--- src/rtl/tslnf_pkg.sv ---
// Package for the text stream line-numbering filter.
// Holds byte and field types, configuration register indexes and the ASCII codes used.
// Depends on nothing; every other file takes names from it by scope.
`timescale 1ns / 1ps

package tslnf_pkg;

  localparam int BYTE_W     = 8;
  localparam int CFG_IDX_W  = 3;
  localparam int CFG_DATA_W = 8;

  typedef logic [BYTE_W-1:0]     byte_t;
  typedef logic [CFG_IDX_W-1:0]  cfg_idx_t;
  typedef logic [CFG_DATA_W-1:0] cfg_data_t;
  typedef logic [1:0]            number_mode_t;

  localparam cfg_idx_t REG_NUMBER_MODE      = 3'd0;
  localparam cfg_idx_t REG_SQUEEZE_BLANK    = 3'd1;
  localparam cfg_idx_t REG_SHOW_ENDS        = 3'd2;
  localparam cfg_idx_t REG_SHOW_TABS        = 3'd3;
  localparam cfg_idx_t REG_SHOW_NONPRINTING = 3'd4;

  localparam byte_t CH_TAB      = 8'd9;
  localparam byte_t CH_NEWLINE  = 8'd10;
  localparam byte_t CH_SPACE    = 8'd32;
  localparam byte_t CH_DOLLAR   = 8'd36;
  localparam byte_t CH_QUESTION = 8'd63;
  localparam byte_t CH_UPPER_I  = 8'd73;
  localparam byte_t CH_CARET    = 8'd94;
  localparam byte_t CH_DELETE   = 8'd127;
  localparam byte_t CTRL_OFFSET = 8'd64;
  localparam byte_t CTRL_LIMIT  = 8'd32;
  localparam logic [3:0] DIGIT_ZONE = 4'h3;

endpackage

--- src/rtl/tslnf_if.sv ---
// Channel interfaces for the text stream line-numbering filter.
// Input byte channel, result byte channel and configuration write channel.
// Depends on tslnf_pkg for the payload types.
`timescale 1ns / 1ps

interface tslnf_in_if;
  logic          valid;
  logic          ready;
  logic          kind;
  tslnf_pkg::byte_t data_byte;
  modport source (output valid, output kind, output data_byte, input ready);
  modport sink (input valid, input kind, input data_byte, output ready);
endinterface

interface tslnf_out_if;
  logic          valid;
  logic          ready;
  tslnf_pkg::byte_t out_byte;
  logic          last;
  modport source (output valid, output out_byte, output last, input ready);
  modport sink (input valid, input out_byte, input last, output ready);
endinterface

interface tslnf_cfg_if;
  logic                 valid;
  logic                 ready;
  tslnf_pkg::cfg_idx_t  index;
  tslnf_pkg::cfg_data_t data;
  modport source (output valid, output index, output data, input ready);
  modport sink (input valid, input index, input data, output ready);
endinterface

--- src/rtl/text_stream_line_numbering_filter.sv ---
// Top level of the text stream line-numbering filter.
// Depends on tslnf_pkg and the channel interfaces in tslnf_if.sv.
// Channel     Direction  Payload
// data_ch     sink       kind, data_byte
// result_ch   source     out_byte, last
// cfg         sink       index, data (always ready)
// A plain byte makes one result byte; a byte that expands makes one result byte per cycle,
// up to NUMBER_DIGITS + 3 with a line number, while the single result register is free.
// A start-of-file item or a squeezed blank line makes no result.
// Reset clears the configuration to zero, the line number to one and the line state.
// The next item is accepted while the last byte of the current one moves to the
// result register, so a stalled result side holds one pending item and one result.
`timescale 1ns / 1ps

module text_stream_line_numbering_filter #(
  parameter int NUMBER_DIGITS = 6
) (
  input logic        clk,
  input logic        rst,
  tslnf_in_if.sink   data_ch,
  tslnf_out_if.source result_ch,
  tslnf_cfg_if.sink  cfg
);

  localparam int NUM_W = 4 * NUMBER_DIGITS;
  localparam int IDX_W = (NUMBER_DIGITS > 1) ? $clog2(NUMBER_DIGITS) : 1;
  localparam logic [IDX_W-1:0] IDX_TOP = IDX_W'(NUMBER_DIGITS - 1);
  localparam logic [NUM_W-1:0] NUM_ONE = NUM_W'(1);

  typedef enum logic [2:0] {
    PH_DIGIT,
    PH_TAB,
    PH_DOLLAR,
    PH_CARET,
    PH_CHAR
  } phase_t;

  tslnf_pkg::number_mode_t number_mode;
  logic squeeze_blank, show_ends, show_tabs, show_nonprinting;

  logic [NUM_W-1:0] line_number;
  logic             prev_nl;
  logic             blank_seen;

  logic             job_valid;
  phase_t           phase;
  logic [IDX_W-1:0] digit_idx;
  logic [NUM_W-1:0] job_number;
  logic             job_dollar, job_caret;
  tslnf_pkg::byte_t job_char;

  logic             out_valid;
  tslnf_pkg::byte_t out_byte;
  logic             out_last;

  logic             data_accept, out_free, emit, job_done;
  logic             is_nl, is_tab_shown, drop, do_num, dollar, caret, blank_next;
  tslnf_pkg::byte_t ch_tab, ch_final;
  phase_t           start_phase, phase_next;
  logic [NUM_W-1:0] number_inc;
  logic [NUMBER_DIGITS:0] nines_below;
  logic [NUMBER_DIGITS-1:0] lead;
  logic [3:0]       digit;
  tslnf_pkg::byte_t emit_byte;

  assign cfg.ready        = 1'b1;
  assign out_free         = !out_valid || result_ch.ready;
  assign emit             = job_valid && out_free;
  assign job_done         = emit && (phase == PH_CHAR);
  assign data_ch.ready    = !job_valid || job_done;
  assign data_accept      = data_ch.valid && data_ch.ready;
  assign result_ch.valid    = out_valid;
  assign result_ch.out_byte = out_byte;
  assign result_ch.last     = out_last;

  always_comb begin
    is_nl        = (data_ch.data_byte == tslnf_pkg::CH_NEWLINE);
    drop         = squeeze_blank && prev_nl && is_nl && blank_seen;
    blank_next   = squeeze_blank && prev_nl && is_nl;
    do_num       = prev_nl && (number_mode[1] ? !is_nl : number_mode[0]);
    dollar       = show_ends && is_nl;
    is_tab_shown = show_tabs && (data_ch.data_byte == tslnf_pkg::CH_TAB);
    ch_tab       = is_tab_shown ? tslnf_pkg::CH_UPPER_I : data_ch.data_byte;
    caret        = is_tab_shown;
    ch_final     = ch_tab;
    if (show_nonprinting) begin
      if ((ch_tab < tslnf_pkg::CTRL_LIMIT) && (ch_tab != tslnf_pkg::CH_NEWLINE) &&
          (ch_tab != tslnf_pkg::CH_TAB)) begin
        caret    = 1'b1;
        ch_final = ch_tab + tslnf_pkg::CTRL_OFFSET;
      end else if (ch_tab == tslnf_pkg::CH_DELETE) begin
        caret    = 1'b1;
        ch_final = tslnf_pkg::CH_QUESTION;
      end
    end
    if (do_num) begin
      start_phase = PH_DIGIT;
    end else if (dollar) begin
      start_phase = PH_DOLLAR;
    end else if (caret) begin
      start_phase = PH_CARET;
    end else begin
      start_phase = PH_CHAR;
    end
  end

  // Saturating BCD increment: a digit steps when every digit below it is nine.
  always_comb begin
    nines_below[0] = 1'b1;
    for (int i = 0; i < NUMBER_DIGITS; i++) begin
      nines_below[i+1] = nines_below[i] && (line_number[4*i +: 4] == 4'd9);
    end
    for (int i = 0; i < NUMBER_DIGITS; i++) begin
      if (nines_below[NUMBER_DIGITS] || !nines_below[i]) begin
        number_inc[4*i +: 4] = line_number[4*i +: 4];
      end else if (line_number[4*i +: 4] >= 4'd9) begin
        number_inc[4*i +: 4] = 4'd0;
      end else begin
        number_inc[4*i +: 4] = line_number[4*i +: 4] + 4'd1;
      end
    end
  end

  always_comb begin
    for (int i = 0; i < NUMBER_DIGITS; i++) begin
      lead[i] = ((job_number >> (4 * i)) == '0) && (i != 0);
    end
    digit = job_number[4*digit_idx +: 4];
    if (digit > 4'd9) begin
      digit = 4'd9;
    end
    case (phase)
      PH_DIGIT: begin
        emit_byte  = lead[digit_idx] ? tslnf_pkg::CH_SPACE : {tslnf_pkg::DIGIT_ZONE, digit};
        phase_next = (digit_idx == '0) ? PH_TAB : PH_DIGIT;
      end
      PH_TAB: begin
        emit_byte  = tslnf_pkg::CH_TAB;
        phase_next = job_dollar ? PH_DOLLAR : (job_caret ? PH_CARET : PH_CHAR);
      end
      PH_DOLLAR: begin
        emit_byte  = tslnf_pkg::CH_DOLLAR;
        phase_next = job_caret ? PH_CARET : PH_CHAR;
      end
      PH_CARET: begin
        emit_byte  = tslnf_pkg::CH_CARET;
        phase_next = PH_CHAR;
      end
      default: begin
        emit_byte  = job_char;
        phase_next = PH_CHAR;
      end
    endcase
  end

  always_ff @(posedge clk) begin
    if (rst) begin
      number_mode      <= '0;
      squeeze_blank    <= 1'b0;
      show_ends        <= 1'b0;
      show_tabs        <= 1'b0;
      show_nonprinting <= 1'b0;
      line_number      <= NUM_ONE;
      prev_nl          <= 1'b1;
      blank_seen       <= 1'b0;
      job_valid        <= 1'b0;
      phase            <= PH_CHAR;
      digit_idx        <= IDX_TOP;
      out_valid        <= 1'b0;
      out_last         <= 1'b0;
    end else begin
      if (cfg.valid) begin
        case (cfg.index)
          tslnf_pkg::REG_NUMBER_MODE:      number_mode      <= cfg.data[1:0];
          tslnf_pkg::REG_SQUEEZE_BLANK:    squeeze_blank    <= cfg.data[0];
          tslnf_pkg::REG_SHOW_ENDS:        show_ends        <= cfg.data[0];
          tslnf_pkg::REG_SHOW_TABS:        show_tabs        <= cfg.data[0];
          tslnf_pkg::REG_SHOW_NONPRINTING: show_nonprinting <= cfg.data[0];
          default: ;
        endcase
      end

      if (emit) begin
        out_valid <= 1'b1;
        out_byte  <= emit_byte;
        out_last  <= (phase == PH_CHAR);
      end else if (result_ch.ready) begin
        out_valid <= 1'b0;
      end

      if (data_accept && !data_ch.kind && !drop) begin
        job_valid  <= 1'b1;
        phase      <= start_phase;
        digit_idx  <= IDX_TOP;
        job_number <= line_number;
        job_dollar <= dollar;
        job_caret  <= caret;
        job_char   <= ch_final;
      end else if (emit) begin
        phase <= phase_next;
        if (phase == PH_DIGIT) begin
          digit_idx <= digit_idx - IDX_W'(1);
        end
        if (job_done) begin
          job_valid <= 1'b0;
        end
      end

      if (data_accept) begin
        if (data_ch.kind) begin
          line_number <= NUM_ONE;
          prev_nl     <= 1'b1;
          blank_seen  <= 1'b0;
        end else if (!drop) begin
          prev_nl    <= is_nl;
          blank_seen <= blank_next;
          if (do_num) begin
            line_number <= number_inc;
          end
        end
      end
    end
  end

  a_sof_restarts: assert property (@(posedge clk) disable iff (rst)
    data_accept && data_ch.kind |=> (line_number == NUM_ONE) && prev_nl && !blank_seen)
    else $error("start of file did not restart the line state");

  a_number_nonzero: assert property (@(posedge clk) disable iff (rst)
    line_number != '0)
    else $error("line number counter reached zero");

  a_prefix_not_last: assert property (@(posedge clk) disable iff (rst)
    emit && (phase != PH_CHAR) |=> out_valid && !out_last)
    else $error("prefix byte marked as last");

  a_digits_count_down: assert property (@(posedge clk) disable iff (rst)
    emit && (phase == PH_DIGIT) && (digit_idx != '0) && !data_accept |=> phase == PH_DIGIT)
    else $error("line number prefix cut short");

endmodule

--- src/flat_wrapper.sv ---
// flat-port wrapper written by rule: the top's interface ports become plain ports
module text_stream_line_numbering_filter_flat 
#(
  parameter int NUMBER_DIGITS = 6
)
  (clk, rst, data_ch_valid, data_ch_kind, data_ch_data_byte, data_ch_ready, result_ch_valid, result_ch_out_byte, result_ch_last, result_ch_ready, cfg_valid, cfg_index, cfg_data, cfg_ready);
  tslnf_in_if data_ch_i ();
  tslnf_out_if result_ch_i ();
  tslnf_cfg_if cfg_i ();
  input logic clk;
  input logic rst;
  input wire logic [$bits(data_ch_i.valid)-1:0] data_ch_valid;
  input wire logic [$bits(data_ch_i.kind)-1:0] data_ch_kind;
  input wire logic [$bits(data_ch_i.data_byte)-1:0] data_ch_data_byte;
  output wire logic [$bits(data_ch_i.ready)-1:0] data_ch_ready;
  output wire logic [$bits(result_ch_i.valid)-1:0] result_ch_valid;
  output wire logic [$bits(result_ch_i.out_byte)-1:0] result_ch_out_byte;
  output wire logic [$bits(result_ch_i.last)-1:0] result_ch_last;
  input wire logic [$bits(result_ch_i.ready)-1:0] result_ch_ready;
  input wire logic [$bits(cfg_i.valid)-1:0] cfg_valid;
  input wire logic [$bits(cfg_i.index)-1:0] cfg_index;
  input wire logic [$bits(cfg_i.data)-1:0] cfg_data;
  output wire logic [$bits(cfg_i.ready)-1:0] cfg_ready;
  assign data_ch_i.valid = data_ch_valid;
  assign data_ch_i.kind = data_ch_kind;
  assign data_ch_i.data_byte = data_ch_data_byte;
  assign data_ch_ready = data_ch_i.ready;
  assign result_ch_valid = result_ch_i.valid;
  assign result_ch_out_byte = result_ch_i.out_byte;
  assign result_ch_last = result_ch_i.last;
  assign result_ch_i.ready = result_ch_ready;
  assign cfg_i.valid = cfg_valid;
  assign cfg_i.index = cfg_index;
  assign cfg_i.data = cfg_data;
  assign cfg_ready = cfg_i.ready;
  text_stream_line_numbering_filter #(.NUMBER_DIGITS(NUMBER_DIGITS)) u_core (.clk(clk), .rst(rst), .data_ch(data_ch_i), .result_ch(result_ch_i), .cfg(cfg_i));
endmodule
--- config.mk ---
export PLATFORM = sky130hd
export DESIGN_NAME = text_stream_line_numbering_filter_flat
export DESIGN_NICKNAME = d
export VERILOG_FILES = /design/src/rtl/tslnf_pkg.sv /design/src/rtl/tslnf_if.sv /design/src/rtl/text_stream_line_numbering_filter.sv /design/src/flat_wrapper.sv
export SDC_FILE = /design/constraint.sdc
export NUM_CORES = 1
export LEC_CHECK = 0
export BUFFER_PORTS_ARGS = -buffer_cell sky130_fd_sc_hd__buf_2
export CAP_MARGIN = 20
export CORE_UTILIZATION = 50
export CTS_CLUSTER_DIAMETER = 60
export DETAILED_ROUTE_END_ITERATION = 8
export GPL_TIMING_DRIVEN = 0
export PLACE_DENSITY = 0.71
export SKIP_LAST_GASP = 1
export SLEW_MARGIN = 20
export SYNTH_ARGS = -nofsm -noshare
export SYNTH_HDL_FRONTEND = slang
export SYNTH_SLANG_ARGS = --single-unit
--- constraint.sdc ---
create_clock -name clk -period 3.37 [get_ports clk]
set_input_delay 0.674 -clock clk [delete_from_list [all_inputs] [get_ports clk]]
set_output_delay 0.674 -clock clk [all_outputs]
set_load 0.005 [all_outputs]
## Word level (Yosys, flattened, before mapping)

Cells that the tools add are included.

| word-level totals | value |
|---|---|
| register bits | 83 |
| latch bits | 0 |
| memory bits (writable) | 0 |
| memory bits (read-only) | 0 |
| input bits | 25 |
| output and inout port bits | 12 |
| memories kept | 0 |

| cells by class | value |
|---|---|
| $add $sub $neg | 8 |
| $mul | 0 |
| div/mod/pow operators | 0 |
| magnitude comparators | 9 |
| equal/unequal tests | 26 |
| shift operators | 1 |
| multiplexer cells | 46 |
| bitwise logic cells | 1 |
| reductions and logical operators | 64 |

Operator list:

| kind | count |
|---|---|
| $logic_not 24->1 | 5 |
| $mux 24 | 3 |
| $mux 4 | 13 |
| $mux 8 | 4 |
| $pmux 8 s4 | 1 |
| $add 4x1->4 const B | 6 |
| $eq 4x4->1 const B | 6 |
| $ge 4x4->1 const B | 6 |
| $reduce_and 4->1 | 6 |
| $shiftx 24x6->4 | 1 |
| $mux 3 | 7 |
| $reduce_and 2->1 | 10 |
| $logic_and 1x1->1 | 18 |
| $eq 8x4->1 const B | 2 |
| $ne 8x4->1 const B | 2 |
| $mux 1 | 15 |
| $ne 2x2->1 const B | 7 |
| $eq 3x2->1 const B | 4 |
| $logic_not 1->1 | 10 |
| $logic_not 3->1 | 3 |
| $pmux 3 s3 | 1 |
| $add 8x7->8 const B | 1 |
| $eq 8x7->1 const B | 1 |
| $lt 8x6->1 const B | 1 |
| other kinds (11) | 22 |

## Logic depth before layout (Yosys ltp)

| logic depth | value |
|---|---|
| word-level depth | 12 |
| gate-level depth with buffers | 11 |
| gate-level depth less buffers | 11 |

## Least setup slack after synthesis

No wires, ideal clock.

| timing path | value |
|---|---|
| path kind | input to register |
| from | input port data_ch_kind |
| to | register u_core.job_caret (enable) |
| arrival | 2.847 ns |
| data required time | 2.945 ns |
| path slack | 0.097 ns |
| stages on the path | 5 |
| path buffers | 2 |
| cells stage by stage | buf_2 > inv_1 > clkbuf_1 > nand3_1 > nor2_1 |

| between the ends | value |
|---|---|
| cells in the longest elaborated chain, start to end | 4 |

RTL lines:

| what | RTL line | text |
|---|---|---|
| from (decl) | flat_wrapper.sv:13 | `input wire logic [$bits(data_ch_i.kind)-1:0] data_ch_kind;` |
| $logic_not 1->1 | text_stream_line_numbering_filter.sv:191 | `if (data_accept && !data_ch.kind && !drop) begin` |
| $logic_and 1x1->1 (2 in series) | text_stream_line_numbering_filter.sv:191 |  |
| $reduce_and 2->1 (no source line) | - |  |
| to (signal assigned) | text_stream_line_numbering_filter.sv:197 | `job_caret <= caret;` |
| to (decl) | text_stream_line_numbering_filter.sv:49 | `logic job_dollar, job_caret;` |

Every way passes these cells.
A chain may end at the register's enable or synchronous reset.

## Worst setup path in the final report

| timing path | value |
|---|---|
| from | input port data_ch_data_byte[1] |
| to | register u_core.phase[1] |

| between the ends | value |
|---|---|
| cells in the longest elaborated chain, start to end | 12 |
| elaborated cells between the ends (all ways) | 26 |
| classes of those cells | 1 x order compare; 5 x eq/ne; 9 x mux; 11 x reduce/logical |

RTL lines:

| what | RTL line | text |
|---|---|---|
| from (decl) | flat_wrapper.sv:14 | `input wire logic [$bits(data_ch_i.data_byte)-1:0] data_ch_data_byte;` |
| $eq 8x4->1 | text_stream_line_numbering_filter.sv:82 | `is_tab_shown = show_tabs && (data_ch.data_byte == tslnf_pkg::CH_TAB);` |
| $logic_and 1x1->1 | text_stream_line_numbering_filter.sv:82 |  |
| $mux 8 | text_stream_line_numbering_filter.sv:83 | `ch_tab = is_tab_shown ? tslnf_pkg::CH_UPPER_I : data_ch.data_byte;` |
| $lt 8x6->1 or $ne 8x4->1 (tied branches) | text_stream_line_numbering_filter.sv:87 | `if ((ch_tab < tslnf_pkg::CTRL_LIMIT) && (ch_tab != tslnf_pkg::CH_NEWLINE) &&` |
| $logic_and 1x1->1 (2 in series) | text_stream_line_numbering_filter.sv:87 |  |
| $mux 1 | text_stream_line_numbering_filter.sv:87 |  |
| $mux 1 (*) | text_stream_line_numbering_filter.sv:86 | `if (show_nonprinting) begin` |
| net u_core.caret | text_stream_line_numbering_filter.sv:57 | `logic is_nl, is_tab_shown, drop, do_num, dollar, caret, blank_next;` |
| $mux 3 (*) | text_stream_line_numbering_filter.sv:100 | `end else if (caret) begin` |
| $mux 3 (*) | text_stream_line_numbering_filter.sv:98 | `end else if (dollar) begin` |
| $mux 3 (*) | text_stream_line_numbering_filter.sv:96 | `if (do_num) begin` |
| $mux 3 (*) | text_stream_line_numbering_filter.sv:191 |  |
| to (signal assigned) | text_stream_line_numbering_filter.sv:193 | `phase <= start_phase;` |
| to (signal assigned) | text_stream_line_numbering_filter.sv:200 | `phase <= phase_next;` |
| to (decl) | text_stream_line_numbering_filter.sv:46 | `phase_t phase;` |

Mark *: on every way through the listed nets, which the timed path passes. The rest lies on a longest branch.

==> summary.txt <==
Clocking
  – Clock root cell: clkbuf_8
  – Clock sinks: 83
  – # H-tree levels: 3
  – Cts hold-fix bufs: 0
  – Clk slew on worst S/H paths: about 0.080 ns
  – Max clock buf depth: 2
  – CTS tree: yes
  – Inserted Clock Buffers: 9
  – Post_cts resized: 0
  – Setup bufs post-CTS: 0
  – Clock Latency Late Sink: between 0.3 and 0.4 ns

Yosys
  – Mapped Cells: 450
  – Async SR Flop Fraction: 0
  – Warnings, synthesis: 0
  – Top cell type's share of synthesized area: 0.279
  – Unique masters post-synth: 68
  – Post-synth EDFFs: 42
  – Synth area leader: edfxtp_1
  – Synth area leaders: edfxtp_1 28%, dfxtp_1 18%, ha_1 6.4%
  – Post-synthesis sequential area ratio: 0.461
  – Synth Flop Type: edfxtp_1
  – Syn Area/Cell: 10.0 um^2
  – Flops & latches, synth: slightly above 80
  – Post-synthesis cell area: between 4000 and 5000 um^2
  – Total nets after synthesis: between 400 and 500

Timing
  – Setup slack after layout: approximately 0.7 ns
  – Min Hold Slack: around 0.50 ns
  – Worst slew margin: 0.553
  – Period minus WS final: 2.68 ns
  – RSZ-0062 raised after global routing: false
  – Fmax: roughly 370 MHz
  – Setup violators final: 0
  – Worst Skew: between 0.01 and 0.015 ns
  – Hold Fails Final Rpt: 0
  – Slew @ Worst Pin: approximately 0.67 ns
  – Final slew viol count: 0
  – Final period utilization: 0.796

GRT
  – Gr ovfl total: 0
  – First-pass GRT wire length: roughly 17000 um
  – Largest net degree at the start of global routing: 27
  – GRT Total Usage: 0.237
  – Vias in the first global route: approximately 3.6k
  – Initial antenna violation count: 0

Drt
  – Vias per cell: ~6.2
  – DR WL/cell: about 18 um
  – DR iter-0 viols: 344
  – DRT Pass-1 Iters: 5
  – Number of routed nets with antenna violations: 0
  – Detailed-route via count: 3704
  – Final WL: 10700 um
  – DRC violations left: 0

Finish
  – Fill count: approximately 760
  – Diodes inserted: 0
  – Post-route cell area: about 5000 um^2
  – Layout cell share with drive strength beyond 1: 0.154
  – Area growth from synthesis to layout: 11.6%
  – Nets@finish: about 540

Power
  – VDD IR max: between 200 and 250 uV
  – Leak pwr: roughly 0.0019 uW
  – P per Cell Area: around 440 nW/um^2

Placed design
  – Placed Area: 4820 um^2
  – I/O Buffers: 27
  – Pre-CTS setup slack: between 0.3 and 0.4 ns
  – Placer Congestion: slightly below 0.9
  – DP HPWL: slightly above 8000 um

Critical path
  – Crit Path Class: primary input to flop
  – CP max FO: 7
  – Crit. Startpoint: data_ch_data_byte[1]
  – Reg2Reg Launch Point: u_core.show_tabs$_SDFFE_PP0P_
  – CP Data Required Time: 3.60 ns
  – WP data arrival: just under 3 ns
  – Startpoint class of the critical path: primary input
  – Crit end category: flop

Min path
  – HP Start: u_core.line_number[23]$_SDFFE_PP0P_
  – Hold Path Class: flop to flop

Die
  – DIE HEIGHT: 97.1 um
  – Initial core utilization: 0.518
  – I/O Pins: 37
  – Full die area: 9420 um^2
  – Row cnt: 34
  – Core area: between 8000 and 9000 um^2
  – DIE WIDTH: between 90 and 100 um

Flow run
  – MaxCap Viol Count: 0

Run status
  – Status: complete, no violations
worst max-delay path, cell delays in order:
cell and delay (ns):
buf_2 0.15, and3b_1 0.18, and3_1 0.19, nor2_1 0.27, ha_1 0.22, nor4bb_1 0.29
a221oi_1 0.18, nor3_1 0.30, inv_1 0.13, o211ai_1 0.21, a211oi_1 0.10
layout by cell type, fill, tap and decap left out, drive strengths merged, types with 12 or more instances in the layout:
cell type,count
nand4,20
o31ai,12
ha,23
nor2,28
inv,26
a21oi,34
o21ai,23
dfxtp,41
buf,34
edfxtp,42
nand2,24
clkbuf,29
nor2b,12
power breakdown:
part / switching, uW / total (uW) / internal, uW
registers: 28.5 / 1130 / 1100
logic: 198 / 312 / 114
clock network: 367 / 787 / 420
total: 594 / 2230 / 1640
cell usage after synthesis, types with 5 or more instances:
library cell and n:
nor3b_1 5, a31oi_1 7, or3b_2 6, o21ai_0 22
nor2_1 28, a311oi_1 5, clkbuf_1 19, nor4_1 8
nand3_1 11, nand2_1 23, nand4_1 20, mux2_2 5
nor3_1 11, dfxtp_1 41, nor2b_1 12, a21oi_1 34
edfxtp_1 42, o31ai_1 11, and3_1 8, ha_1 23
mux2i_1 5, inv_1 25
state kept, by name (all words and copies together), names as in the netlist, 2 cells and up:
| name | flops |
|---|---|
| u_core.digit_idx | 3 |
| u_core.job_number | 24 |
| u_core.result_ch.out_byte | 8 |
| u_core.line_number | 24 |
| u_core.job_char | 8 |
| u_core.number_mode | 2 |
| u_core.phase | 3 |
layer usage:
| layer | vias to the layer above | track usage | routed length, um |
|---|---|---|---|
| li1 | 1777 | - | - |
| met2 | 156 | 0.380 | 5180 |
| met4 | 0 | 0.0941 | 160 |
| met5 | - | 0 | 0 |
| met1 | 1757 | 0.318 | 4670 |
| met3 | 14 | 0.0424 | 731 |
metrics by stage:
stage	power, uW	util	setup TNS (ns)	cells
after detailed placement	1460	0.553	0	586
after floorplan	1360	-	0	450
after global routing	2330	0.578	0	602
after CTS	2240	0.578	0	602
final	2230	0.578	0	602
after global placement	1450	0.549	-27.34	585
cell families after synthesis:
kind of cell / synth area share
buf+inv: 0.0443
fa+ha+maj: 0.0637
xor+xnor: 0.00582
compound gates: 0.171
other cells: 0.000830
mux: 0.0435
simple gates: 0.210
flops: 0.461
area by class of cell:
cell class                      instances  area (um^2)  area share
Clock inverter                          6         90.1      0.0179
Sequential cell                        83         2080       0.413
Inverter                               25         93.8      0.0186
Timing Repair Buffer                   28          163      0.0323
Tap cell                              108          135      0.0268
Buffer                                 25          106      0.0211
Clock buffer                           10          128      0.0253
Multi-Input combinational cell        317         2240       0.445
path summary, 6_finish.rpt:
kind / end / slack [ns] / depth (start not counted)
worst max-delay path: u_core.phase[1]$_SDFFE_PP0P_ / 0.69 / 11
worst min-delay path: u_core.job_number[23]$_DFFE_PP_ / 0.50 / 0
worst max register to register: u_core.phase[1]$_SDFFE_PP0P_ / 0.85 / 10
worst min register to register: u_core.job_number[23]$_DFFE_PP_ / 0.50 / 0
Note: power is estimated with default switching activity, not from simulation.
